--- src/rtl/core/assert_macros.svh ---
// ----------------------------------------------------------------------------
// Assertion macros
// Shared concurrent assertion forms for the histogram core. Each macro uses
// the clock clk and the synchronous reset rst of the module that uses it.
// ----------------------------------------------------------------------------
`ifndef ASSERT_MACROS_SVH
`define ASSERT_MACROS_SVH

`ifndef SYNTHESIS

// The consequent must hold in the same cycle as the antecedent.
`define PHE_ASSERT_IMPL(label, ante, cons, msg) \
  label: assert property (@(posedge clk) disable iff (rst) (ante) |-> (cons)) \
    else $error(msg);

// The condition must never be true.
`define PHE_ASSERT_NEVER(label, cond, msg) \
  label: assert property (@(posedge clk) disable iff (rst) !(cond)) \
    else $error(msg);

`else

`define PHE_ASSERT_IMPL(label, ante, cons, msg)
`define PHE_ASSERT_NEVER(label, cond, msg)

`endif

`endif

--- src/rtl/core/phe_pkg.sv ---
// ----------------------------------------------------------------------------
// phe_pkg
// Constants, codes and the queue word type shared by the histogram core.
// ----------------------------------------------------------------------------
`default_nettype none

package phe_pkg;

  // Store geometry.
  localparam int MAX_BINS    = 128;
  localparam int COUNT_WIDTH = 32;
  localparam int SUM_WIDTH   = 48;
  localparam int SPECIES     = 3;
  localparam int SPECIES_W   = 2;
  localparam int BIN_W       = $clog2(MAX_BINS);
  localparam int MEM_DEPTH   = SPECIES * MAX_BINS;
  localparam int ADDR_W      = $clog2(MEM_DEPTH);

  // Field and register widths.
  localparam int FUNC_W      = 2;
  localparam int CODE_W      = 8;
  localparam int ENERGY_W    = 20;
  localparam int BIDX_W      = 7;
  localparam int OFFSET_W    = 20;
  localparam int SCALE_W     = 24;
  localparam int NBINS_W     = 8;
  localparam int FRAC_W      = 24;
  localparam int PROD_W      = ENERGY_W + SCALE_W;
  localparam int RAW_BIN_W   = PROD_W - FRAC_W;
  localparam int OUT_COUNT_W = 32;
  localparam int OUT_SUM_W   = 48;
  localparam int CFG_INDEX_W = 2;
  localparam int CFG_DATA_W  = 24;

  // Queue between front and back.
  localparam int QUEUE_DEPTH = 2;
  localparam int QPTR_W      = $clog2(QUEUE_DEPTH);
  localparam int QCNT_W      = $clog2(QUEUE_DEPTH + 1);

  // Register reset values.
  localparam logic [OFFSET_W-1:0] OFFSET_RESET = 20'd0;
  localparam logic [SCALE_W-1:0]  SCALE_RESET  = 24'd167773;
  localparam logic [NBINS_W-1:0]  NBINS_RESET  = 8'd100;

  // Function codes of an input word.
  localparam logic [FUNC_W-1:0] FUNC_RECORD   = 2'd0;
  localparam logic [FUNC_W-1:0] FUNC_READ_BIN = 2'd1;
  localparam logic [FUNC_W-1:0] FUNC_READ_TOT = 2'd2;

  // Configuration register indexes.
  localparam logic [CFG_INDEX_W-1:0] CFG_OFFSET = 2'd0;
  localparam logic [CFG_INDEX_W-1:0] CFG_SCALE  = 2'd1;
  localparam logic [CFG_INDEX_W-1:0] CFG_NBINS  = 2'd2;

  // Operations carried from front to back.
  localparam int OP_W = 3;
  localparam logic [OP_W-1:0] OP_COUNT     = 3'd0; // record of unknown type
  localparam logic [OP_W-1:0] OP_RECORD    = 3'd1; // record of a known species
  localparam logic [OP_W-1:0] OP_READ_BIN  = 3'd2;
  localparam logic [OP_W-1:0] OP_READ_TOT  = 3'd3;
  localparam logic [OP_W-1:0] OP_READ_NONE = 3'd4; // read that returns only the total

  typedef struct packed {
    logic [OP_W-1:0]      op;
    logic [SPECIES_W-1:0] species;
    logic [ADDR_W-1:0]    addr;
    logic [ENERGY_W-1:0]  energy;
    logic                 hit;
  } phe_item_t;

endpackage

`default_nettype wire

--- src/rtl/core/phe_front.sv ---
// ----------------------------------------------------------------------------
// phe_front
// Accepts input words, decodes the function and particle type, and computes
// the scaled bin of a record. One register stage feeds the queue.
// ----------------------------------------------------------------------------
`default_nettype none

module phe_front (
  input  wire logic                           clk,
  input  wire logic                           rst,
  input  wire logic                           in_valid,
  output logic                                in_stall,
  input  wire logic [phe_pkg::FUNC_W-1:0]     func,
  input  wire logic signed [phe_pkg::CODE_W-1:0] particle_code,
  input  wire logic [phe_pkg::ENERGY_W-1:0]   energy_kev,
  input  wire logic [phe_pkg::SPECIES_W-1:0]  species_select,
  input  wire logic [phe_pkg::BIDX_W-1:0]     bin_index,
  input  wire logic [phe_pkg::OFFSET_W-1:0]   energy_offset_kev,
  input  wire logic [phe_pkg::SCALE_W-1:0]    bin_scale,
  input  wire logic [phe_pkg::NBINS_W-1:0]    num_bins,
  input  wire logic                           clearing,
  input  wire logic                           q_full,
  output logic                                q_push,
  output phe_pkg::phe_item_t                  q_item
);
  import phe_pkg::*;

  logic                 f_valid;
  logic [OP_W-1:0]      f_op;
  logic [SPECIES_W-1:0] f_species;
  logic [ENERGY_W-1:0]  f_energy;
  logic [BIN_W-1:0]     f_index;
  logic                 f_below;
  logic [PROD_W-1:0]    f_prod;

  logic                 accept;
  logic                 work;
  logic [OP_W-1:0]      op_dec;
  logic [SPECIES_W-1:0] species_dec;
  logic [CODE_W-1:0]    mag;
  logic [CODE_W-1:0]    mag_m1;
  logic                 known;
  logic [ENERGY_W:0]    diff;
  logic [PROD_W-1:0]    prod;
  logic [RAW_BIN_W-1:0] raw_bin;
  logic [BIN_W-1:0]     slot;

  // Handshake: hold off while the store is cleared or the word cannot move on.
  assign in_stall = clearing || (f_valid && q_full);
  assign accept   = in_valid && !in_stall;
  assign q_push   = f_valid && !q_full;

  // Particle type magnitude; the most negative code has magnitude 128.
  assign mag    = particle_code[CODE_W-1] ? (~particle_code + 1'b1) : particle_code;
  assign mag_m1 = mag - 1'b1;
  assign known  = (mag == 8'd1) || (mag == 8'd2) || (mag == 8'd3);

  // Energy above the offset, scaled into Q24 bins.
  assign diff = {1'b0, energy_kev} - {1'b0, energy_offset_kev};
  assign prod = PROD_W'(diff[ENERGY_W-1:0]) * PROD_W'(bin_scale);

  // Function decode.
  always_comb begin
    work        = 1'b1;
    op_dec      = OP_READ_NONE;
    species_dec = '0;
    case (func)
      FUNC_RECORD: begin
        op_dec      = known ? OP_RECORD : OP_COUNT;
        species_dec = known ? mag_m1[SPECIES_W-1:0] : '0;
      end
      FUNC_READ_BIN: begin
        if (32'(species_select) < SPECIES && 32'(bin_index) < MAX_BINS) begin
          op_dec      = OP_READ_BIN;
          species_dec = species_select;
        end
      end
      FUNC_READ_TOT: begin
        if (32'(species_select) < SPECIES) begin
          op_dec      = OP_READ_TOT;
          species_dec = species_select;
        end
      end
      default: begin
        work = 1'b0;
      end
    endcase
  end

  // Front register control.
  always_ff @(posedge clk) begin
    if (rst) begin
      f_valid <= 1'b0;
    end else if (accept) begin
      f_valid <= work;
    end else if (q_push) begin
      f_valid <= 1'b0;
    end
  end

  // Front register payload.
  always_ff @(posedge clk) begin
    if (accept) begin
      f_op      <= op_dec;
      f_species <= species_dec;
      f_energy  <= energy_kev;
      f_index   <= BIN_W'(bin_index);
      f_below   <= diff[ENERGY_W];
      f_prod    <= prod;
    end
  end

  // Bin limit check and store address of the queued word.
  assign raw_bin = f_prod[PROD_W-1:FRAC_W];
  assign slot    = (f_op == OP_RECORD) ? raw_bin[BIN_W-1:0] : f_index;

  always_comb begin
    q_item.op      = f_op;
    q_item.species = f_species;
    q_item.energy  = f_energy;
    q_item.hit     = !f_below
                     && (raw_bin < {{(RAW_BIN_W-NBINS_W){1'b0}}, num_bins})
                     && (raw_bin < RAW_BIN_W'(MAX_BINS));
    q_item.addr    = ADDR_W'(f_species) * ADDR_W'(MAX_BINS) + ADDR_W'(slot);
  end

endmodule

`default_nettype wire

--- config.mk ---
export PLATFORM = sky130hd
export DESIGN_NAME = phe_front
export DESIGN_NICKNAME = d
export VERILOG_FILES = /design/src/rtl/core/assert_macros.svh /design/src/rtl/core/phe_pkg.sv /design/src/rtl/core/phe_front.sv
export SDC_FILE = /design/constraint.sdc
export NUM_CORES = 1
export LEC_CHECK = 0
export BUFFER_PORTS_ARGS = -buffer_cell sky130_fd_sc_hd__buf_2
export CORE_UTILIZATION = 55
export CTS_CLUSTER_DIAMETER = 100
export DETAILED_ROUTE_END_ITERATION = 6
export PLACE_DENSITY = 0.73
export SETUP_SLACK_MARGIN = 0.02
export SYNTH_ARGS = -nofsm -noshare
export SYNTH_HDL_FRONTEND = slang
export SYNTH_SLANG_ARGS = --single-unit
--- constraint.sdc ---
create_clock -name clk -period 18 [get_ports clk]
set_input_delay 0.9 -clock clk [delete_from_list [all_inputs] [get_ports clk]]
set_output_delay 0.9 -clock clk [all_outputs]
set_load 0.02 [all_outputs]
==> results.cfg, run 1 <==
[sta]
final.period_utilization_pct = 56.1
setup_tns_ns = 0
finalHoldViolCount = 0
slew_headroom_pct = 15.9
slew_violations = 0
fmax_mhz = 99.1
grt_setup_unrepaired = false
worst_pin_slew_ns = 1.26
setup_viol = 0
min_period_ns = 10.10
fin_worst_skew_ns = 0.00479

[setup_path]
critical_path_arrival_ns = 10.16
critical_path_class = in -> reg
r2r_cells = 3
slowest_stage = a21boi_0
crit_path_start = energy_kev[0]
endpoint = f_prod[41]$_DFFE_PP_
crit_path_end_kind = register
crit_top_cell = fa_1
r2r_slack_ns = 16.38
critPathMaxFanout = 24
r2r-end = f_prod[38]$_DFFE_PP_
required_ns = 18.06
r2r-start = f_valid$_SDFFE_PP0P_
critPathMaxStageDelay_ns = 0.71
critPathLaunchType = input port

[yosys]
yosysTopAreaCellShare_pct = 39.3
synth_ff_type = edfxtp_1
ys_ff_latch = 54
synth-xor-area-share_pct = 1.58
syn-cell-area_sq_um = 20000
synth_area_leaders = fa_1 39%, ha_1 12%, inv_1 8.9%
synth_top_cell_by_area = fa_1
synth_top_family_by_area = adder cells
syn_area_per_cell_sq_um = 8.80
async_flop_share_pct = 0
ys_seq_area_share_pct = 8.06
ys.warnings.count = 0
synth_fp_nets = 2947
synth_cells = 2272
synth.cells.most_frequent = 472 x inv_1, 392 x fa_1, 351 x nand2_1
synthMuxAreaShare_pct = 1.78
synth_compound_area_share_pct = 7.63
synthSimpleGateAreaFrac_pct = 18.4
synth.distinct_cells = 64
synth_edf_count = 53
synthAdderAreaFrac_pct = 51.0
synth.most_common_cell = inv_1

[floorplanning]
rows = 69
dieArea_sq_um = 37100
initial_utilization_pct = 56.1
fp.coreArea_sq_um = 35700
die_h_microns = 193
ios = 133
die_x_microns = 193

[cts]
tritoncts = built
cts_hold_buf = 0
htreeDepth = 2
cts_root_buffer = clkbuf_16
clk_pin_slew_ns = 0.07
numCtsBuffers = 5
cts_resized = 0
post-cts-setup-buffers = 0
cts.sinks = 54
clockBufferDepth = 2
clock_latency_ns = 0.31

[finish]
syn2layout_area_growth_pct = 5.64
n_antenna_cell = 0
register_area_sq_um = 1610
fillers = 3107
multi_input_area_sq_um = 16200
nets = 2972
drive_above_1_share_pct = 9.05

[routing]
first_iter_violations = 1258
wl_microns = 52700
first_pass_iters = 7
viasPerCell = 5.72
num_vias = 15800
antenna_left = 0
drc = 55
wl_per_cell_microns = 19.1

[global_route]
antenna_found_initial = 0
grt_max_degree = 55
grtUsageTotal_pct = 30.3
grt_overflow = 0
grt_pass1_vias = 16400
grt_pass1_wl_microns = 86300

[status]
violations = design-rule violations
outcome = finished, violations left

[placement]
io_buffers = 132
place_congestion = 0.920
dp_hpwl_microns = 39600

[min_path]
hold_class = reg -> reg

[flow_run]
maxCapViolCount = 0
-- layout make-up --
type | instances | share of cell area, %
clock inverter | 2 | 0.178
timing repair buffer | 150 | 3.77
inverter | 472 | 8.39
tap | 461 | 2.73
multi-input combinational | 1614 | 76.7
sequential | 54 | 7.63
clock buffer | 6 | 0.610
-- worst max-delay path, delay by kind of cell --
kind,cells,cell delay (ns)
adders and majority gates,10,4.27
AOI/OAI and AO/OA,13,3.67
buffers and inverters,7,0.70
and+or+nand+nor,2,0.32
xor gates and xnor gates,2,0.29
-- through the flow --
stage	worst slack, ns	cells	util, %	cell area (sq um)	hold WS (ns)
after floorplan	9.16	2272	-	20000	0.495
after global placement	7.73	2751	58.7	20900	0.515
after detailed placement	7.62	2751	58.7	20900	0.534
after CTS	7.93	2759	59.2	21100	0.555
after global routing	7.32	2759	59.2	21100	0.594
final	7.90	2759	59.2	21100	0.554
-- flip-flops by register name (all words and copies together) (netlist names) --
register	flops
f_below	1
f_index	7
f_species	2
f_energy	20
f_valid	1
f_prod	20
f_op	3
-- cell usage in the layout (no fill, tap or decap), types with 14 or more instances in the layout --
cell type,instances
buf_4,18
o21ai_0,38
edfxtp_1,53
inv_1,472
nor2_1,28
o211ai_1,27
ha_1,187
nand2_1,351
xnor2_1,16
fa_1,392
nor2b_1,46
a21oi_1,54
nand2b_1,40
nand3_1,32
and2_1,171
nor4_1,29
buf_2,132
a21o_1,28
mux2_2,29
a311oi_1,14
-- worst min path at each step --
| stage | depth (start not counted) | from | to | slack [ns] |
|---|---|---|---|---|
| floorplan | 2 | f_valid$_SDFFE_PP0P_ | f_valid$_SDFFE_PP0P_ | 0.49 |
| global placement | 2 | f_valid$_SDFFE_PP0P_ | f_valid$_SDFFE_PP0P_ | 0.52 |
| detailed placement | 2 | f_valid$_SDFFE_PP0P_ | f_valid$_SDFFE_PP0P_ | 0.53 |
| CTS | 2 | f_valid$_SDFFE_PP0P_ | f_valid$_SDFFE_PP0P_ | 0.55 |
| global route | 2 | f_valid$_SDFFE_PP0P_ | f_valid$_SDFFE_PP0P_ | 0.59 |
| finish | 2 | f_valid$_SDFFE_PP0P_ | f_valid$_SDFFE_PP0P_ | 0.55 |
-- per-layer routing --
layer	up-vias	GRT usage [%]	wire [microns]
met2	713	48.7	24500
li1	7069	-	-
met4	0	8.69	1710
met1	7874	41.1	21600
met5	-	0	0
met3	114	6.64	4840
-- logic make-up after synthesis --
group,count (synthesis)
XOR/XNOR,36
buffers and inverters,604
adder cells (fa/ha/maj),579
AND/OR/NAND/NOR,743
multiplexers,32
flip-flops,54
AO/OA/AOI/OAI,224
Power of run 1 is left out: the tool's default activity adds up to more than one toggle a clock period on the data nets, which glitch-free logic cannot reach.
==> inputs of run 2 (changes only) <==
PLACE_DENSITY = 0.76   (was 0.73)
clock period = 8.16 ns   (was 18 ns; I/O delays follow)
==> run 2 against run 1 <==
The flow still finishes with violations (design-rule violations). Design area grew 11%. Hold slack lost 0.32 ns. Sequential share of layout area shrank 0.78 points. Wire length grew 6.8%. Clock skew grew 0.0040 ns. Utilization grew 6.7 points. Setup slack lost 7.9 ns. Non-clock buffer count grew 180. Global-route usage grew 0.81 points. Via count grew 5.9%. Register-to-register slack lost 10 ns. Critical path type unchanged. Critical endpoint unchanged.
==> results.cfg, run 2 (synthesized netlist as in run 1, its figures left out) <==
[status]
outcome = finished, violations left
violations = design-rule violations

[finish]
top_regs = f_energy: 20 flops, f_prod: 20 flops, f_index: 7 flops
final_cell_mix = 460 x inv_1, 383 x fa_1, 345 x nand2_1
layout_commonest_cell = inv_1
fillers = 2711
nets = 3153
syn2layout_area_growth_pct = 17.6
drive_above_1_share_pct = 20.5

[placement]
dp_hpwl_microns = 43100
place_congestion = 0.944
io_buffers = 132

[sta]
slew_headroom_pct = 22.1
grt_setup_unrepaired = true
slew_violations = 0
fmax_mhz = 123
worst_pin_slew_ns = 1.17
min_period_ns = 8.15
setup_viol = 0
fin_worst_skew_ns = 0.00883
hold_ws_ns = 0.230
final.period_utilization_pct = 99.8
finalHoldViolCount = 0

[global_route]
grt_overflow = 0
grtUsageTotal_pct = 31.1
antenna_found_initial = 1
grt_pass1_wl_microns = 89500
grt_pass1_vias = 17600
grt_max_degree = 51

[floorplanning]
dieArea_sq_um = 37100
fp.coreArea_sq_um = 35700
rows = 69
die_x_microns = 193
initial_utilization_pct = 56.1
ios = 133
die_h_microns = 193

[setup_path]
critPathLaunchType = input port
crit_top_cell = fa_1
slowest_stage = fa_1
critPathMaxStageDelay_ns = 0.55
critical_path_arrival_ns = 8.22
critPathMaxFanout = 5
required_ns = 8.23
critical_path_class = in -> reg
crit_path_end_kind = register

[cts]
numCtsBuffers = 5
clk_pin_slew_ns = 0.08
clock_latency_ns = 0.32
tritoncts = built
cts.sinks = 54
clockBufferDepth = 2
htreeDepth = 2
cts_root_buffer = clkbuf_16
cts_hold_buf = 0

[routing]
first_pass_iters = 7
wl_per_cell_microns = 19.1
viasPerCell = 5.67
first_iter_violations = 1445
antenna_left = 0
num_vias = 16700
wl_microns = 56300
drc = 56

[min_path]
hold_class = in -> reg

[flow_run]
maxCapViolCount = 0
[run 2: cell types whose count changed in the layout (fill, tap and decap cells not counted), moves of 13 or more]
cell	change
a21oi_1	-18
a21oi_2	+13
buf_4	+151
buf_6	+17
ha_1	-15
ha_4	+14
o21ai_0	-13
[run 2: what timing repair did]
item	in CTS	in global routing
gates resized for setup	61	131
setup endpoints to repair	17	18
pin swaps	42	57
gates cloned	0	2
hold endpoints to repair	0	0
setup buffers	9	10
[run 2: worst max-delay path: cells and delay by family]
kind,cells,cell delay (ns)
adders and majority gates,9,4.04
AOI/OAI and AO/OA,12,2.41
and+or+nand+nor,4,0.57
xor gates and xnor gates,2,0.19
buffers and inverters,5,0.55
[run 2: final cells by class]
class	instances	area (sq um)	area share, %
Antenna cell	2	5.00	0.0213
Clock buffer	6	129	0.548
Inverter	472	1780	7.56
Sequential cell	54	1610	6.86
Clock inverter	2	8.76	0.0373
Tap cell	461	577	2.45
Timing Repair Buffer	330	2380	10.1
Multi-Input combinational cell	1615	17000	72.4
[run 2: final timing paths]
check                        from                   end  slack, ns  cells past startpoint
min                           rst  f_valid$_SDFFE_PP0P_       0.23                      2
max                 energy_kev[1]  f_prod[41]$_DFFE_PP_       0.01                     32
max reg2reg  f_valid$_SDFFE_PP0P_  f_prod[36]$_DFFE_PP_       6.24                      3
min reg2reg  f_valid$_SDFFE_PP0P_  f_valid$_SDFFE_PP0P_       0.55                      2
[run 2: metrics by stage]
stage / TNS (ns) / worst slack, ns / util, % / cell area (sq um) / instances
6_report: 0 / 0.0128 / 65.9 / 23500 / 2942
5_1_grt: -2.85 / -0.288 / 65.9 / 23500 / 2940
4_1_cts: -0.370 / -0.100 / 63.7 / 22700 / 2929
3_5_place_dp: -9.97 / -0.734 / 62.3 / 22200 / 2912
3_3_place_gp: -7.30 / -0.611 / 62.3 / 22200 / 2912
2_1_floorplan: 0 / 0.0325 / - / 20000 / 2272
[run 2: metal layers]
layer / wire (microns) / global-route usage, % / vias up
li1: - / - / 7416
met1: 21700 / 40.4 / 8262
met2: 26800 / 51.0 / 852
met3: 5140 / 6.16 / 163
met4: 2610 / 12.5 / 2
met5: 7 / 0 / -
Power of run 2 is left out for the same reason.
