### src/rtl/core/assert_macros.svh
// ----------------------------------------------------------------------------
// Assertion macros
// Shared concurrent assertion forms for the histogram core. Each macro uses
// the clock clk and the synchronous reset rst of the module that uses it.
// ----------------------------------------------------------------------------
`ifndef ASSERT_MACROS_SVH
`define ASSERT_MACROS_SVH

`ifndef SYNTHESIS

// The consequent must hold in the same cycle as the antecedent.
`define PHE_ASSERT_IMPL(label, ante, cons, msg) \
  label: assert property (@(posedge clk) disable iff (rst) (ante) |-> (cons)) \
    else $error(msg);

// The condition must never be true.
`define PHE_ASSERT_NEVER(label, cond, msg) \
  label: assert property (@(posedge clk) disable iff (rst) !(cond)) \
    else $error(msg);

`else

`define PHE_ASSERT_IMPL(label, ante, cons, msg)
`define PHE_ASSERT_NEVER(label, cond, msg)

`endif

`endif

### src/rtl/core/phe_pkg.sv
// ----------------------------------------------------------------------------
// phe_pkg
// Constants, codes and the queue word type shared by the histogram core.
// ----------------------------------------------------------------------------
`default_nettype none

package phe_pkg;

  // Store geometry.
  localparam int MAX_BINS    = 128;
  localparam int COUNT_WIDTH = 32;
  localparam int SUM_WIDTH   = 48;
  localparam int SPECIES     = 3;
  localparam int SPECIES_W   = 2;
  localparam int BIN_W       = $clog2(MAX_BINS);
  localparam int MEM_DEPTH   = SPECIES * MAX_BINS;
  localparam int ADDR_W      = $clog2(MEM_DEPTH);

  // Field and register widths.
  localparam int FUNC_W      = 2;
  localparam int CODE_W      = 8;
  localparam int ENERGY_W    = 20;
  localparam int BIDX_W      = 7;
  localparam int OFFSET_W    = 20;
  localparam int SCALE_W     = 24;
  localparam int NBINS_W     = 8;
  localparam int FRAC_W      = 24;
  localparam int PROD_W      = ENERGY_W + SCALE_W;
  localparam int RAW_BIN_W   = PROD_W - FRAC_W;
  localparam int OUT_COUNT_W = 32;
  localparam int OUT_SUM_W   = 48;
  localparam int CFG_INDEX_W = 2;
  localparam int CFG_DATA_W  = 24;

  // Queue between front and back.
  localparam int QUEUE_DEPTH = 2;
  localparam int QPTR_W      = $clog2(QUEUE_DEPTH);
  localparam int QCNT_W      = $clog2(QUEUE_DEPTH + 1);

  // Register reset values.
  localparam logic [OFFSET_W-1:0] OFFSET_RESET = 20'd0;
  localparam logic [SCALE_W-1:0]  SCALE_RESET  = 24'd167773;
  localparam logic [NBINS_W-1:0]  NBINS_RESET  = 8'd100;

  // Function codes of an input word.
  localparam logic [FUNC_W-1:0] FUNC_RECORD   = 2'd0;
  localparam logic [FUNC_W-1:0] FUNC_READ_BIN = 2'd1;
  localparam logic [FUNC_W-1:0] FUNC_READ_TOT = 2'd2;

  // Configuration register indexes.
  localparam logic [CFG_INDEX_W-1:0] CFG_OFFSET = 2'd0;
  localparam logic [CFG_INDEX_W-1:0] CFG_SCALE  = 2'd1;
  localparam logic [CFG_INDEX_W-1:0] CFG_NBINS  = 2'd2;

  // Operations carried from front to back.
  localparam int OP_W = 3;
  localparam logic [OP_W-1:0] OP_COUNT     = 3'd0; // record of unknown type
  localparam logic [OP_W-1:0] OP_RECORD    = 3'd1; // record of a known species
  localparam logic [OP_W-1:0] OP_READ_BIN  = 3'd2;
  localparam logic [OP_W-1:0] OP_READ_TOT  = 3'd3;
  localparam logic [OP_W-1:0] OP_READ_NONE = 3'd4; // read that returns only the total

  typedef struct packed {
    logic [OP_W-1:0]      op;
    logic [SPECIES_W-1:0] species;
    logic [ADDR_W-1:0]    addr;
    logic [ENERGY_W-1:0]  energy;
    logic                 hit;
  } phe_item_t;

endpackage

`default_nettype wire

### src/rtl/core/phe_queue.sv
// ----------------------------------------------------------------------------
// phe_queue
// Short first-in first-out queue of decoded words between front and back.
// ----------------------------------------------------------------------------
`default_nettype none

module phe_queue (
  input  wire logic               clk,
  input  wire logic               rst,
  input  wire logic               push,
  input  wire phe_pkg::phe_item_t push_item,
  input  wire logic               pop,
  output logic                    full,
  output logic                    not_empty,
  output phe_pkg::phe_item_t      head
);
  import phe_pkg::*;

  phe_item_t         entries [QUEUE_DEPTH];
  logic [QPTR_W-1:0] wr_ptr;
  logic [QPTR_W-1:0] rd_ptr;
  logic [QCNT_W-1:0] fill;

  assign full      = (fill == QCNT_W'(QUEUE_DEPTH));
  assign not_empty = (fill != '0);
  assign head      = entries[rd_ptr];

  // Pointers and fill level.
  always_ff @(posedge clk) begin
    if (rst) begin
      wr_ptr <= '0;
      rd_ptr <= '0;
      fill   <= '0;
    end else begin
      if (push) begin
        wr_ptr <= (wr_ptr == QPTR_W'(QUEUE_DEPTH - 1)) ? '0 : wr_ptr + 1'b1;
      end
      if (pop) begin
        rd_ptr <= (rd_ptr == QPTR_W'(QUEUE_DEPTH - 1)) ? '0 : rd_ptr + 1'b1;
      end
      if (push && !pop) begin
        fill <= fill + 1'b1;
      end else if (pop && !push) begin
        fill <= fill - 1'b1;
      end
    end
  end

  // Entry storage.
  always_ff @(posedge clk) begin
    if (push) begin
      entries[wr_ptr] <= push_item;
    end
  end

endmodule

`default_nettype wire

### config.mk
export PLATFORM = sky130hd
export DESIGN_NAME = phe_queue
export DESIGN_NICKNAME = d
export VERILOG_FILES = /design/src/rtl/core/assert_macros.svh /design/src/rtl/core/phe_pkg.sv /design/src/rtl/core/phe_queue.sv
export SDC_FILE = /design/constraint.sdc
export NUM_CORES = 1
export LEC_CHECK = 0
export BUFFER_PORTS_ARGS = -buffer_cell sky130_fd_sc_hd__clkbuf_2
export CORE_MARGIN = 1.5
export CORE_UTILIZATION = 55
export CTS_CLUSTER_DIAMETER = 120
export DETAILED_ROUTE_END_ITERATION = 6
export PLACE_DENSITY = 0.79
export SYNTH_ARGS = -nofsm -noshare
export SYNTH_HDL_FRONTEND = slang
export SYNTH_SLANG_ARGS = --single-unit
### constraint.sdc
create_clock -name clk -period 4.2 [get_ports clk]
set_clock_uncertainty 0.2 [all_clocks]
set_input_delay 0.63 -clock clk [delete_from_list [all_inputs] [get_ports clk]]
set_output_delay 0.63 -clock clk [all_outputs]
set_load 0.005 [all_outputs]
==> reports/qor.yml, run 1 <==
status: "complete, no violations"
syn_inst: 131
cts_max_path_buffers: 2
finalPower_mw: 1.69
antenna_found_initial: 0
route.detailed.drc: 0
fin_setup_tns_ns: 0
hold_path_class: "input port to flip-flop"
via_count: 1420
final_layout_size_suffix_gt1_share_pct: 58.6
core_region_area_um2: 4750
dp_cells: 271
start_util_pct: 57.7
required_ns: 3.37
synth_cell_types: 17
ys_seq_area_share_pct: 80.2
final_cells: 287
drtIter0Drc: 72
finalHoldViolCount: 0
p_int_mw: 1.35
holdWs_ns: 0.270
synth.area.top_cells: "edfxtp_1, mux2_2, dfxtp_1"
pwr-share-clk_pct: 37.8
synth_top_area_share_pct: 76.6
drv_cap: 0
ir_drop_uv: 335
setup.worst_path.class: "flip-flop to primary output"
portBuffers: 75
ys_warn_count: 0
wl_mm: 4.65
clock_latency_ns: 0.34
critPathLaunchType: "flip-flop"
num_rows: 25
synthTopCellsByCount: "edfxtp_1, mux2_2, dfxtp_1"
synthArstFlopShare_pct: 0
period_minus_slack_ns: 2.99
synth_most_common_cell: "edfxtp_1"
p_seq_share_pct: 52.8
worstPathBufferInverterCount: 2
max_stage_delay_ns: 1.00
netlist_area_um2: 2750
cts-buffers-inserted: 9
diodes: 0
post_cts_buffers: 0
ios: 76
cts_resized: 0
power.density_nw_per_um2: 494
synth_largest_area_cell: "edfxtp_1"
track_usage_pct: 18.7
grt_most_used_layer: "met2"
post-route-period-util_pct: 71.3
critPathArrivalTime_ns: 2.16
critPathTopFamily: "flip-flops"
vias_per_cell: 4.95
dp.final_hpwl_mm: 3.05
synth_edf_count: 70
slowest_stage: "dfxtp_1"
avgSynthCellArea_um2: 21.0
clock.fmax_mhz: 334
clk_pin_slew_worst_paths_ns: 0.08
path_cells: "buf_4 > mux2_2 > clkbuf_2"
gr-usage-met1_pct: 20.5
p_sw_share_pct: 20.3
grt_pass1_vias: 1501
grt_use_met3_pct: 5.62
clock-sinks: 75
grt_max_degree: 36
cp_max_fo: 24
slew_headroom_pct: 31.4
final_nets: 255
setup_slack_ns: 1.21
grt_pass1_wl_mm: 6.96
ys_seq_elements: 75
p_comb_share_pct: 9.4
cts_hold_buf: 0
fp.dieArea_um2: 5420
setup.worst_path.end_class: "primary output"
maxSlewViolCount: 0
cts.root.buffer_cell: "clkbuf_8"
grt_util_met2_pct: 30.0
drtAntennaViolNets: 0
syn-num-nets: 171
leakagePower_nw: 1.33
pre_cts_ws_ns: 1.51
wl_per_cell_um: 16.2
place.gp.congestion: 0.760
rsz0062_at_grt: "no"
drt-pass1-iter-count: 4
die_x_um: 73.7
filler_cell_count: 329
p_sw_mw: 0.344
setup-violations-final: 0
cts_tree: "built"
ys.flop_type: "edfxtp_1"
htreeDepth: 3
die_h_um: 73.7
syn_to_final_growth_pct: 24.6
worst_pin_slew_ns: 1.03
grt_overflow: 0
[metrics by stage]
step	area, um^2	util, %
2_1_floorplan	2750	-
3_3_place_gp	3190	67.1
3_5_place_dp	3190	67.1
4_1_cts	3420	71.9
5_1_grt	3420	71.9
6_report	3420	71.9
[registers in the layout, summed over array words and instances (netlist names), named ones only]
signal   count
wr_ptr       1
fill         2
entries     70
rd_ptr       1
[cells by family after synthesis]
group / share of synthesized area (%)
buffers and inverters: 1.55
AOI/OAI and AO/OA: 0.364
DFF: 80.2
xor gates and xnor gates: 1.28
adders and majority gates: 0.456
muxes: 14.4
and+or+nand+nor: 1.78
[worst paths after layout]
kind / start / end / slack, ns / depth (start not counted)
min reg2reg: fill[1] / fill[1] / 0.36 / 2
max: flip-flop / head[26] / 1.21 / 3
min: push_item[10] / entries[1][10] / 0.27 / 1
max reg2reg: wr_ptr / entries[0][16] / 2.46 / 1
[power groups by stage]
stage          logic (mW)  clock network (mW)  registers [mW]
2_1_floorplan      0.0955                   0           0.896
3_3_place_gp        0.154                   0           0.905
3_5_place_dp        0.161                   0           0.910
4_1_cts             0.162               0.648           0.893
5_1_grt             0.174               0.672           0.898
6_report            0.159               0.639           0.892
[cells in the final DEF (no fill, tap or decap)]
| master | n |
|---|---|
| bufinv_16 | 3 |
| clkinv_1 | 1 |
| clkbuf_2 | 75 |
| inv_1 | 1 |
| o21ai_0 | 1 |
| buf_4 | 2 |
| edfxtp_1 | 70 |
| xnor2_1 | 2 |
| a21oi_1 | 1 |
| or3_1 | 1 |
| ha_1 | 1 |
| clkbuf_8 | 9 |
| clkbuf_1 | 1 |
| nor2_1 | 4 |
| clkinv_2 | 2 |
| mux2_2 | 35 |
| dfxtp_1 | 5 |
| and2b_2 | 1 |
| and2_1 | 1 |
| xor2_1 | 2 |
| or2_2 | 1 |
| nor2b_4 | 1 |
[layout make-up]
cell class / instances / area [um^2] / share of cell area [%]
repair buffers: 77 / 390 / 11.4
clock buffers: 10 / 128 / 3.73
flip-flops and latches: 75 / 2200 / 64.4
well taps: 67 / 83.8 / 2.45
clock inverters: 6 / 104 / 3.04
inverters: 1 / 3.75 / 0.110
multi-input cells: 51 / 508 / 14.9
[metal layers]
metal  up-vias  part of all wire, %
met2        52                   52
li1        672                    -
met5         -                    0
met4         0                  4.3
met3        19                  5.0
met1       677                   39
Note: power is estimated with default switching activity, not from simulation.
==> inputs of run 2 (changes only) <==
--- a/config.mk
+++ b/config.mk
@@ -7,10 +7,10 @@
 export LEC_CHECK = 0
 export BUFFER_PORTS_ARGS = -buffer_cell sky130_fd_sc_hd__clkbuf_2
 export CORE_MARGIN = 1.5
-export CORE_UTILIZATION = 55
+export CORE_UTILIZATION = 46
 export CTS_CLUSTER_DIAMETER = 120
 export DETAILED_ROUTE_END_ITERATION = 6
-export PLACE_DENSITY = 0.79
+export PLACE_DENSITY = 0.7
 export SYNTH_ARGS = -nofsm -noshare
 export SYNTH_HDL_FRONTEND = slang
 export SYNTH_SLANG_ARGS = --single-unit
==> constraint.sdc (replaced) <==
create_clock -name clk -period 2.7 [get_ports clk]
set_clock_uncertainty 0.2 [all_clocks]
set_input_delay 0.405 -clock clk [delete_from_list [all_inputs] [get_ports clk]]
set_output_delay 0.405 -clock clk [all_outputs]
set_load 0.005 [all_outputs]
==> reports/qor.yml, run 2 (synthesized netlist as in run 1, its figures left out) <==
status: "complete, no violations"  # unchanged
hold_path_class: "input port to flip-flop"  # unchanged
antenna_found_initial: 0  # unchanged
hp-start: "push_item[11]"  # was push_item[10]
setup.worst_path.end_class: "primary output"  # unchanged
die_x_um: 80.3  # was 73.7 um
clock.fmax_mhz: 485
drtIter0Drc: 74  # was 72
slew_headroom_pct: 69.4  # was 31.4%
cts_resized: 0  # unchanged
post-route-util_pct: 59.7  # was 71.9%
layout_common_cells: "clkbuf_2, edfxtp_1, mux2_2"  # unchanged
clock-sinks: 75  # unchanged
r2r-start: "wr_ptr"  # unchanged
maxSlewViolCount: 0  # unchanged
htreeDepth: 3  # unchanged
drt-pass1-iter-count: 4  # unchanged
path_cells: "buf_4 > mux2_2 > clkbuf_2"  # unchanged
cts-buffers-inserted: 9  # unchanged
finalHoldViolCount: 0  # unchanged
rrSetupSlack_ns: 1.28  # was 2.46 ns
fp.dieArea_um2: 6440  # was 5420 um^2
period_minus_slack_ns: 2.06
final_layout_size_suffix_gt1_share_pct: 57.0  # was 58.6%
leakagePower_nw: 1.30  # was 1.33 nW
die_h_um: 80.3  # was 73.7 um
largest-register: "entries"  # unchanged
setup-violations-final: 0  # unchanged
num_rows: 27  # was 25
required_ns: 2.10  # was 3.37 ns
slowest_stage: "mux2_2"  # was dfxtp_1
drv_cap: 0  # unchanged
holdWs_ns: 0.0623  # was 0.270 ns
syn_to_final_growth_pct: 22.7  # was 24.6%
track_usage_pct: 14.4  # was 18.7%
grt_max_degree: 36  # unchanged
worstHoldPathCells: 1  # unchanged
drtAntennaViolNets: 0  # unchanged
grt_pass1_wl_mm: 6.64  # was 6.96 mm
cp_max_fo: 23  # was 24
fin_setup_tns_ns: 0  # unchanged
post_cts_buffers: 0  # unchanged
core_region_area_um2: 5640  # was 4750 um^2
wl_met3_um: 199  # was 232 um
place.gp.congestion: 0.669  # was 0.760
grt_pass1_vias: 1443  # was 1,501
worst_pin_slew_ns: 0.460  # was 1.03 ns
reg_top3: "entries x70, fill x2"  # unchanged
max_stage_delay_ns: 0.39  # was 1.00 ns
dp.final_hpwl_mm: 2.92  # was 3.05 mm
power.density_nw_per_um2: 686  # was 494 nW/um^2
start_util_pct: 48.7  # was 57.7%
final_nets: 258  # was 255
worstRegToRegCells: 2  # was 1
wl_met1_mm: 1.89  # was 1.80 mm
largest_reg_flops: 70  # unchanged
cts_tree: "built"  # unchanged
critPathLaunchType: "flip-flop"  # unchanged
finalPower_mw: 2.31  # was 1.69 mW
met2_wirelength_mm: 2.21  # was 2.41 mm
wl_mm: 4.37  # was 4.65 mm
diodes: 0  # unchanged
top_layer: "met4"  # unchanged
portBuffers: 75  # unchanged
cts_hold_buf: 0  # unchanged
clock_latency_ns: 0.32  # was 0.34 ns
cts_max_path_buffers: 2  # unchanged
rsz0062_at_grt: "no"  # unchanged
r2r_end: "entries[0][5]"  # was entries[0][16]
vias_per_cell: 4.78  # was 4.95
wl_per_cell_um: 14.8  # was 16.2 um
ir_drop_uv: 378  # was 335 uV
clk_pin_slew_worst_paths_ns: 0.07  # was 0.08 ns
whs_endpoint: "entries[0][11]"  # was entries[1][10]
setup.worst_path.class: "flip-flop to primary output"  # unchanged
ios: 76  # unchanged
post-route-period-util_pct: 76.4
grt_overflow: 0  # unchanged
via_count: 1411  # was 1,420
layout_commonest_cell: "clkbuf_2"  # unchanged
route.detailed.drc: 0  # unchanged
filler_cell_count: 451  # was 329
cts.root.buffer_cell: "clkbuf_8"  # unchanged
critPathArrivalTime_ns: 1.46  # was 2.16 ns
run 2: layout make-up:
type | count | area, um^2 | area share, %
Timing Repair Buffer | 80 | 413 | 12.3
Sequential cell | 75 | 2200 | 65.4
Clock buffer | 14 | 143 | 4.24
Tap cell | 72 | 90.1 | 2.68
Clock inverter | 2 | 7.51 | 0.223
Inverter | 1 | 3.75 | 0.111
Multi-Input combinational cell | 51 | 508 | 15.1
run 2: per-stage QoR:
stage	cells	cell area [um^2]	setup slack (ns)
6_report	295	3370	0.637
5_1_grt	295	3370	0.552
4_1_cts	295	3370	0.604
3_5_place_dp	279	3220	0.973
3_3_place_gp	279	3220	0.972
2_1_floorplan	131	2750	0.0879
run 2: worst max-delay path: cells and delay by family (launching register included):
family   cells  cell delay, ns
mux          1            0.39
buf+inv      2            0.42
flops        1            0.33
run 2: how the worst max path moves through the flow:
stage	endpoint	slack, ns	cells past startpoint
3_3_place_gp	head[10]	0.97	3
2_1_floorplan	entries[0][0]	0.09	1
4_1_cts	head[10]	0.60	3
5_1_grt	head[10]	0.55	3
6_report	head[10]	0.64	3
3_5_place_dp	head[10]	0.97	3
run 2: per-layer routing:
layer	GRT usage [%]	vias to the layer above
met5	0	-
met1	17.2	689
li1	-	678
met4	8.79	0
met2	23.0	37
met3	3.98	7
run 2: power breakdown:
| part | leakage (nW) | switching, mW | total (mW) | internal [mW] |
|---|---|---|---|---|
| logic | 0.529 | 0.123 | 0.262 | 0.139 |
| registers | 0.699 | 0.0203 | 1.37 | 1.35 |
| clock network | 0.0737 | 0.344 | 0.674 | 0.330 |
==> inputs of run 3 (changes only) <==
--- a/config.mk
+++ b/config.mk
@@ -5,12 +5,13 @@
 export SDC_FILE = /design/constraint.sdc
 export NUM_CORES = 1
 export LEC_CHECK = 0
+export ABC_AREA = 1
 export BUFFER_PORTS_ARGS = -buffer_cell sky130_fd_sc_hd__clkbuf_2
 export CORE_MARGIN = 1.5
-export CORE_UTILIZATION = 46
+export CORE_UTILIZATION = 52
 export CTS_CLUSTER_DIAMETER = 120
 export DETAILED_ROUTE_END_ITERATION = 6
-export PLACE_DENSITY = 0.7
+export PLACE_DENSITY = 0.75
 export SYNTH_ARGS = -nofsm -noshare
 export SYNTH_HDL_FRONTEND = slang
 export SYNTH_SLANG_ARGS = --single-unit
==> constraint.sdc (replaced) <==
create_clock -name clk -period 2 [get_ports clk]
set_clock_uncertainty 0.2 [all_clocks]
set_input_delay 0.3 -clock clk [delete_from_list [all_inputs] [get_ports clk]]
set_output_delay 0.3 -clock clk [all_outputs]
set_load 0.005 [all_outputs]
==> reports/qor.yml, run 3 <==
status: "complete, no violations"  # unchanged
largest_reg_flops: 70  # unchanged
ir_drop_uv: 704  # was 378 uV
num_rows: 27  # unchanged
avgSynthCellArea_um2: 20.5  # was 21.0 um^2
vias_per_cell: 4.65  # was 4.78
die_h_um: 77.8  # was 80.3 um
fin_setup_tns_ns: 0  # unchanged
worstRegToRegCells: 3  # was 2
synth_most_common_cell: "edfxtp_1"  # unchanged
track_usage_pct: 17.4  # was 14.4%
filler_cell_count: 365  # was 451
wl_mm: 4.79  # was 4.37 mm
syn_inst: 142  # was 131
clock_latency_ns: 0.34  # was 0.32 ns
largest-register: "entries"  # unchanged
grt_pass1_wl_mm: 7.66  # was 6.64 mm
p_comb_share_pct: 12.3  # was 11.4%
gr-usage-met1_pct: 19.6  # was 17.2%
reg_top3: "entries x70, fill x2"  # unchanged
required_ns: 1.50  # was 2.10 ns
netlist_area_um2: 2910  # was 2750 um^2
route.detailed.drc: 0  # unchanged
place.gp.congestion: 0.680  # was 0.669
syn-num-nets: 182  # was 171
antenna_found_initial: 0  # unchanged
maxSlewViolCount: 0  # unchanged
htreeDepth: 3  # unchanged
finalHoldViolCount: 0  # unchanged
synthArstFlopShare_pct: 0  # unchanged
drtAntennaViolNets: 0  # unchanged
fp.dieArea_um2: 6050  # was 6440 um^2
clk_pin_slew_worst_paths_ns: 0.07  # about the same
setup.worst_path.class: "flip-flop to primary output"  # unchanged
holdWs_ns: 0.0341  # was 0.0623 ns
grt_util_met2_pct: 28.9  # was 23.0%
ys_warn_count: 0  # unchanged
rrSetupSlack_ns: 0.64  # was 1.28 ns
synth_edf_count: 70  # unchanged
layout_common_cells: "clkbuf_2, edfxtp_1, dlygate4sd3_1"  # was clkbuf_2, edfxtp_1, mux2_2
diodes: 0  # unchanged
ys_seq_area_share_pct: 75.8  # was 80.2%
final_layout_size_suffix_gt1_share_pct: 48.7  # was 57.0%
ys_seq_elements: 75  # unchanged
critPathArrivalTime_ns: 1.41  # was 1.46 ns
synthTopCellsByCount: "edfxtp_1, mux2_4, inv_1"  # was edfxtp_1, mux2_2, dfxtp_1
dp.final_hpwl_mm: 2.97  # was 2.92 mm
grt_most_used_layer: "met2"  # unchanged
p_sw_share_pct: 19.9  # was 21.1%
hold_path_class: "input port to flip-flop"  # unchanged
p_sw_mw: 0.721  # was 0.488 mW
setup-violations-final: 0  # unchanged
rsz0062_at_grt: "no"  # unchanged
power.density_nw_per_um2: 914  # was 686 nW/um^2
endpoint: "head[19]"  # was head[10]
ios: 76  # unchanged
slew_headroom_pct: 79.2  # was 69.4%
critPathLaunchType: "flip-flop"  # unchanged
drv_cap: 0  # unchanged
cts.root.buffer_cell: "clkbuf_8"  # unchanged
start_util_pct: 53.4  # was 48.7%
r2r-start: "wr_ptr"  # unchanged
grt_overflow: 0  # unchanged
leakagePower_nw: 1.64  # was 1.30 nW
cts_tree: "built"  # unchanged
grt_use_met3_pct: 6.00  # was 3.98%
setup.worst_path.end_class: "primary output"  # unchanged
p_int_mw: 2.90  # was 1.82 mW
post_cts_buffers: 0  # unchanged
grt_max_degree: 23  # was 36
core_region_area_um2: 5440  # was 5640 um^2
cts_max_path_buffers: 2  # unchanged
wl_per_cell_um: 14.0  # was 14.8 um
drtIter0Drc: 109  # was 74
syn_to_final_growth_pct: 36.4  # was 22.7%
pre_cts_ws_ns: 0.376  # was 0.973 ns
setup_slack_ns: 0.0871  # was 0.637 ns
p_seq_share_pct: 50.7  # was 59.5%
synth_cell_types: 16  # was 17
ys.flop_type: "edfxtp_1"  # unchanged
cp_max_fo: 17  # was 23
worst_pin_slew_ns: 0.312  # was 0.460 ns
die_x_um: 77.8  # was 80.3 um
clock-sinks: 75  # unchanged
synth_largest_area_cell: "edfxtp_1"  # unchanged
drt-pass1-iter-count: 4  # unchanged
cts-buffers-inserted: 9  # unchanged
r2r_end: "entries[1][28]"  # was entries[0][5]
pwr-share-clk_pct: 37.0  # was 29.2%
grt_pass1_vias: 1704  # was 1,443
synth.area.top_cells: "edfxtp_1, mux2_4, dfxtp_1"  # was edfxtp_1, mux2_2, dfxtp_1
synth_top_area_share_pct: 72.3  # was 76.6%
via_count: 1594  # was 1,411
final_nets: 306  # was 258
portBuffers: 75  # unchanged
period_minus_slack_ns: 1.91
clock.fmax_mhz: 523
post-route-period-util_pct: 95.6
layout_commonest_cell: "clkbuf_2"  # unchanged
[run 3: changes by cell type after synthesis, moves of 3 or more]
cell / before / now
nand2_1: 0 / 6
mux2_2: 35 / 5
mux2_4: 0 / 30
buf_12: 0 / 3
inv_1: 1 / 9
[run 3: area by class of cell]
cell class	count	area (um^2)	area share, %
clock buffer	11	131	3.31
clock inverter	5	103	2.59
multi-input combinational	54	607	15.3
timing repair buffer	117	797	20.1
tap	72	90.1	2.27
sequential	75	2200	55.6
inverter	9	33.8	0.852
[run 3: how the worst min path moves through the flow]
stage	startpoint	end	slack, ns	cells after the start
3_3_place_gp	push_item[32]	entries[1][32]	0.29	1
6_report	pop	rd_ptr	0.03	3
2_1_floorplan	rst	flip-flop	0.17	1
3_5_place_dp	push_item[4]	entries[0][4]	0.29	1
5_1_grt	pop	rd_ptr	0.06	3
4_1_cts	pop	rd_ptr	0.03	3
[run 3: cell families (layout without fill, tap and decap cells)]
| group | after synthesis | in the layout | share of synthesized area (%) |
|---|---|---|---|
| flops | 75 | 75 | 75.8 |
| fa+ha+maj | 1 | 1 | 0.430 |
| simple gates | 15 | 15 | 2.11 |
| xor+xnor | 1 | 1 | 0.301 |
| compound gates | 2 | 2 | 0.344 |
| mux | 35 | 35 | 17.4 |
| buf+inv | 13 | 142 | 3.62 |
[run 3: through the flow]
stage	utilization (%)	std cells	power [mW]	cell area [um^2]
after CTS	72.9	343	3.65	3970
after detailed placement	61.9	291	2.26	3370
after global placement	61.9	291	2.25	3370
final	72.9	343	3.62	3970
after floorplan	-	142	2.12	2910
after global routing	72.9	343	3.76	3970
[run 3: repair_timing]
item	4_1_cts	5_1_grt
hold endpoints to repair	73	0
setup endpoints to repair	2	0
hold buffers	36	0
resized for setup	1	0
[run 3: metal layers]
layer  part of all wire (%)  wire length [um]
met5                      0                 0
met4                    2.2               107
met3                    4.7               224
met2                     52              2480
met1                     41              1970
[run 3: critical path: stages, from the launching register on]
cell and delay, ns:
dfxtp_2 0.36, buf_6 0.24, mux2_2 0.36, clkbuf_2 0.11
[run 3: power groups by stage]
stage	clock [mW]	sequential, mW	combinational, mW
detailed placement	0	1.87	0.392
finish	1.34	1.84	0.445
CTS	1.36	1.84	0.450
floorplan	0	1.86	0.251
global route	1.43	1.84	0.487
global placement	0	1.87	0.385
